### config.mk
export PLATFORM = sky130hd
export DESIGN_NAME = mme_cell
export DESIGN_NICKNAME = d
export VERILOG_FILES = /design/src/hdl/mme_pkg.sv /design/src/hdl/mme_cell.sv
export SDC_FILE = /design/constraint.sdc
export NUM_CORES = 1
export LEC_CHECK = 0
export BUFFER_PORTS_ARGS = -buffer_cell sky130_fd_sc_hd__clkbuf_2
export CAP_MARGIN = 20
export CORE_MARGIN = 4
export CORE_UTILIZATION = 50
export CTS_CLUSTER_DIAMETER = 200
export DETAILED_ROUTE_END_ITERATION = 8
export GPL_TIMING_DRIVEN = 0
export PLACE_DENSITY = 0.75
export SKIP_LAST_GASP = 1
export SLEW_MARGIN = 40
export SYNTH_ARGS = -nofsm -noshare
export SYNTH_HDL_FRONTEND = slang
export SYNTH_SLANG_ARGS = --single-unit
### constraint.sdc
create_clock -name clk_i -period 17.75 [get_ports clk_i]
set_input_delay 0.8875 -clock clk_i [delete_from_list [all_inputs] [get_ports clk_i]]
set_output_delay 0.8875 -clock clk_i [all_outputs]
set_load 0.01 [all_outputs]
### src/hdl/mme_pkg.sv
// Shared types, constants and helpers of the matrix multiply engine.
// Used by the top level and the cell; depends on nothing.
package mme_pkg;

  localparam int MAX_DIM_DEF = 8;
  localparam int IDX_W       = 3;   // row/column index width
  localparam int ACC_W       = 36;  // accumulator width
  localparam int ELEM_W      = 16;
  localparam int PROD_W      = 32;

  // action codes
  localparam logic [1:0] ACT_WR_A    = 2'd0;
  localparam logic [1:0] ACT_WR_B    = 2'd1;
  localparam logic [1:0] ACT_COMPUTE = 2'd2;

  // status codes
  localparam logic [1:0] ST_OK      = 2'd0;
  localparam logic [1:0] ST_DIM_ERR = 2'd1;
  localparam logic [1:0] ST_IDX_ERR = 2'd2;

  // register indexes
  localparam logic [1:0] REG_A_ROWS = 2'd0;
  localparam logic [1:0] REG_A_COLS = 2'd1;
  localparam logic [1:0] REG_B_ROWS = 2'd2;
  localparam logic [1:0] REG_B_COLS = 2'd3;

  // word passed from cell to cell along the chain
  typedef struct packed {
    logic                     v;
    logic signed [ELEM_W-1:0] a;
    logic [IDX_W-1:0]         k;
    logic                     clr;  // first term of a dot product
    logic                     fin;  // last term of a dot product
  } pass_t;

  // clamp accumulator to signed 32 bits
  function automatic logic signed [PROD_W-1:0] sat32(input logic signed [ACC_W-1:0] x);
    logic [ACC_W-PROD_W:0] top;
    begin
      top = x[ACC_W-1:PROD_W-1];
      if (top == '0 || top == '1) begin
        sat32 = x[PROD_W-1:0];
      end else if (x[ACC_W-1]) begin
        sat32 = {1'b1, {(PROD_W-1){1'b0}}};
      end else begin
        sat32 = {1'b0, {(PROD_W-1){1'b1}}};
      end
    end
  endfunction

endpackage

### src/hdl/mme_cell.sv
// One multiply-accumulate cell: holds one column of B, forwards the A word
// to its right neighbor. Depends on mme_pkg.
module mme_cell #(
  parameter int MAX_DIM = mme_pkg::MAX_DIM_DEF
) (
  input  logic                             clk_i,
  input  logic                             rst_ni,
  input  mme_pkg::pass_t                   pass_i,
  output mme_pkg::pass_t                   pass_o,
  input  logic                             bwe_i,
  input  logic [mme_pkg::IDX_W-1:0]        brow_i,
  input  logic signed [mme_pkg::ELEM_W-1:0] bdata_i,
  output logic signed [mme_pkg::PROD_W-1:0] res_o
);
  import mme_pkg::*;

  localparam int IW = (MAX_DIM > 1) ? $clog2(MAX_DIM) : 1;

  logic signed [ELEM_W-1:0] b_q [MAX_DIM];
  logic signed [PROD_W-1:0] p_q;
  logic                     m_v_q, m_clr_q, m_fin_q;
  logic signed [ACC_W-1:0]  acc_q, sum;
  logic signed [PROD_W-1:0] res_q;

  // local column of B
  always_ff @(posedge clk_i) begin
    if (bwe_i) begin
      b_q[brow_i[IW-1:0]] <= bdata_i;
    end
  end

  // forward the A word to the neighbor
  always_ff @(posedge clk_i or negedge rst_ni) begin
    if (!rst_ni) begin
      pass_o <= '0;
    end else begin
      pass_o <= pass_i;
    end
  end

  // multiply stage
  always_ff @(posedge clk_i or negedge rst_ni) begin
    if (!rst_ni) begin
      m_v_q   <= 1'b0;
      m_clr_q <= 1'b0;
      m_fin_q <= 1'b0;
    end else begin
      m_v_q   <= pass_i.v;
      m_clr_q <= pass_i.clr;
      m_fin_q <= pass_i.fin;
    end
  end

  always_ff @(posedge clk_i) begin
    p_q <= pass_i.a * b_q[pass_i.k[IW-1:0]];
  end

  // accumulate stage
  assign sum = (m_clr_q ? '0 : acc_q) + ACC_W'(p_q);

  always_ff @(posedge clk_i) begin
    if (m_v_q) begin
      acc_q <= sum;
      if (m_fin_q) begin
        res_q <= sat32(sum);
      end
    end
  end

  assign res_o = res_q;

endmodule
==> flow_summary.ini <==
[run_status]
outcome = complete, no violations

[floorplanning]
die_x_um = 211
dieArea_um2 = 44600
start_util = 0.506
io_pins = 98
core-area_um2 = 40800
die_h_um = 211
rows = 74

[clock_network]
cts-root-buf = clkbuf_16
clk_path_buf_depth = 3
clk_pin_slew_worst_paths_ps = 70
cts_tree = built
cts_resized = 0
clock_sinks = 250
clock_latency_ps = 550
cts_hold_buffers = 0
cts_made_buffers = 27
post_cts_buffers = 0
htreeDepth = 1

[global_routing]
track_usage = 0.211
grt_pass1_wl_um = 75300
first_global_vias = 14300
grt_max_degree = 33
gr-usage-met3 = 0.0405
antenna_found_initial = 2
grtUsageMet1 = 0.277
busiest_layer = met2
met2_usage = 0.365
grt_overflow_total = 0

[finish]
fill_cells = 3404
area_growth_syn_to_layout_pct = 10.7
drive_gt1_frac = 0.133
final_nets = 2356
antenna_cells = 0
final_util = 0.560

[sta]
timing.final.crit_period_ps = 8650
tightest_slew_ps = 864
slew_viol_final = 0
grt_setup_unrepaired = false
layout_setup_ws_ps = 9100
fin_crit_sh = 0.487
hold_viol = 0
relSlewSlack = 0.408
setup_violations = 0
clock_skew_ps = 16.1
fmax_ghz = 0.116
hold_slack_ps = 372
setup_tns_ps = 0

[drt]
wl_um = 45100
drt_iter0_markers = 813
drtAntennaViolNets = 0
drc_errors = 0
dr.pass1.iters = 5
routedWlPerCell_um = 18.1
viasPerCell = 5.26
num_vias = 13100

[synth]
synthArstFlopShare = 0.0880
syn_area_per_cell_um2 = 11.5
synth_enable_flop_cells = 196
yosysSeqAreaShare = 0.343
ys.flop_type = edfxtp_1
synth_seq_cells = 250
syn_inst = 1801
synth_nets = 2225
netlist_area_um2 = 20600
synthDistinctLibCells = 73
yosys_warnings = 0

[placed_design]
port_buffers = 97
dp_slack_ps = 8520
gp_congestion = 0.953
dp_hpwl_um = 36000

[critical_path]
setup.worst_path.start_class = primary input
path_class = primary input to flip-flop
reg2regPathDepth = 25
arrival_ps = 9100
end_kind = flip-flop
cp_max_fo = 10
cp.required_ps = 18200

[worst_hold_path]
hold_class = primary input to asynchronous set/reset pin

[job]
max-cap-violations = 0
routing by layer:
layer / share of wire / vias up
met4: 0.029 / 4
met2: 0.49 / 369
li1: - / 6070
met5: 0.00062 / -
met1: 0.42 / 6530
met3: 0.062 / 92
path summary, 6_finish.rpt:
check | endpoint | start | slack, ps
setup / recovery | p_q[31]$_DFF_P_ | pass_i[2] | 9100
hold / removal | pass_o[4]$_DFF_PN0_ | rst_ni | 370
setup reg to reg | p_q[31]$_DFF_P_ | b_q[3][4]$_DFFE_PP_ | 9860
hold reg to reg | acc_q[0]$_DFFE_PP_ | p_q[0]$_DFF_P_ | 570
max in group asynchronous | m_v_q$_DFF_PN0_ | rst_ni | 16870
min in group clk_i | m_v_q$_DFF_PN0_ | pass_i[21] | 450
synth_stat cells, drive strengths merged (13+ instances only):
| cell | count | share of area |
|---|---|---|
| xor2 | 20 | 0.0092 |
| nand2 | 128 | 0.023 |
| edfxtp | 196 | 0.29 |
| clkbuf | 42 | 0.0076 |
| a21oi | 54 | 0.013 |
| o21ai | 61 | 0.019 |
| dfxtp | 32 | 0.031 |
| buf | 13 | 0.0045 |
| nand3 | 14 | 0.0039 |
| mux4 | 32 | 0.035 |
| fa | 263 | 0.25 |
| nor2 | 54 | 0.0099 |
| nor2b | 116 | 0.036 |
| ha | 117 | 0.071 |
| and2 | 51 | 0.015 |
| dfrtp | 22 | 0.027 |
| nand2b | 34 | 0.010 |
| a21o | 25 | 0.0091 |
| inv | 357 | 0.065 |
| xnor2 | 47 | 0.020 |
placed cells by master, fill, tap and decap left out, types with 4 or more instances in the layout:
cell type  netlist  layout
inv_1          357     357
mux2i_2          0       4
a21o_1          25      25
nor3_1          10       8
o21ai_2         21      21
a211oi_1         5       5
mux4_2          32      32
ha_1           117     117
bufinv_16        0       4
nand3_1         12      12
clkbuf_16        0      27
and2_1          51      50
dfxtp_1         32      32
and3_1          11      11
clkbuf_1        42      47
buf_2            2       5
o21ai_1         12      12
or2_2            6       6
o21bai_1        10      10
o21ai_0         28      28
clkbuf_2         0      99
mux2i_1          9       5
fa_1           263     263
nor2b_1        115     115
nand4_1          4       4
nor2_1          53      47
xnor2_1         46      46
dfrtp_1         22      21
xor2_1          18      18
nor2_4           0       6
nand2b_1        34      34
o21a_1          10      10
nand2_1        128     128
buf_4            5       6
mux2_2          10      10
a21oi_1         53      53
edfxtp_1       196     196
worst max-delay path: stages:
cell and delay (ps):
clkbuf_2 90, clkbuf_1 250, buf_2 400, mux4_2 580, mux2i_1 610, clkbuf_1 510, nor2b_1 140, fa_1 560
inv_1 50, fa_1 450, fa_1 510, inv_1 60, fa_1 490, fa_1 490, inv_1 50, fa_1 470
inv_1 40, ha_1 310, and3_1 190, and3_1 200, o21ai_0 80, o32ai_1 160, o311ai_2 400, a211oi_1 150
nand2b_1 200, or4_1 430, and3_1 160, a211oi_1 160
layout make-up:
cell class / instances / area [µm²] / area share
Multi-Input combinational cell: 1139 / 12100 / 0.527
Inverter: 357 / 1340 / 0.0586
Tap cell: 532 / 666 / 0.0291
Clock inverter: 16 / 214 / 0.00936
Clock buffer: 34 / 722 / 0.0316
Timing Repair Buffer: 102 / 536 / 0.0234
Sequential cell: 250 / 7080 / 0.310
Buffer: 55 / 253 / 0.0111
logic make-up (layout without fill, tap and decap cells):
family          after synthesis  count (layout)  share of synthesized area
xor+xnor                     67              67                     0.0295
simple gates                442             442                      0.112
compound gates              199             199                     0.0677
mux                          51              51                     0.0447
flops                       250             250                      0.343
buf+inv                     412             564                     0.0770
fa+ha+maj                   380             380                      0.326
through the flow:
stage / cell area (µm²) / std cells
after floorplan: 20600 / 1801
after global placement: 21800 / 2430
after detailed placement: 21900 / 2435
after CTS: 22900 / 2485
after global routing: 22900 / 2485
final: 22900 / 2485
sequential cells by signal, indices dropped and copies added (netlist names):
name     count
m_fin_q      1
m_clr_q      1
res_o       32
m_v_q        1
pass_o      19
b_q        128
acc_q       36
p_q         32
Power is not shown: default switching activity piles up to over one toggle a cycle in this logic, so the estimate is an artifact.
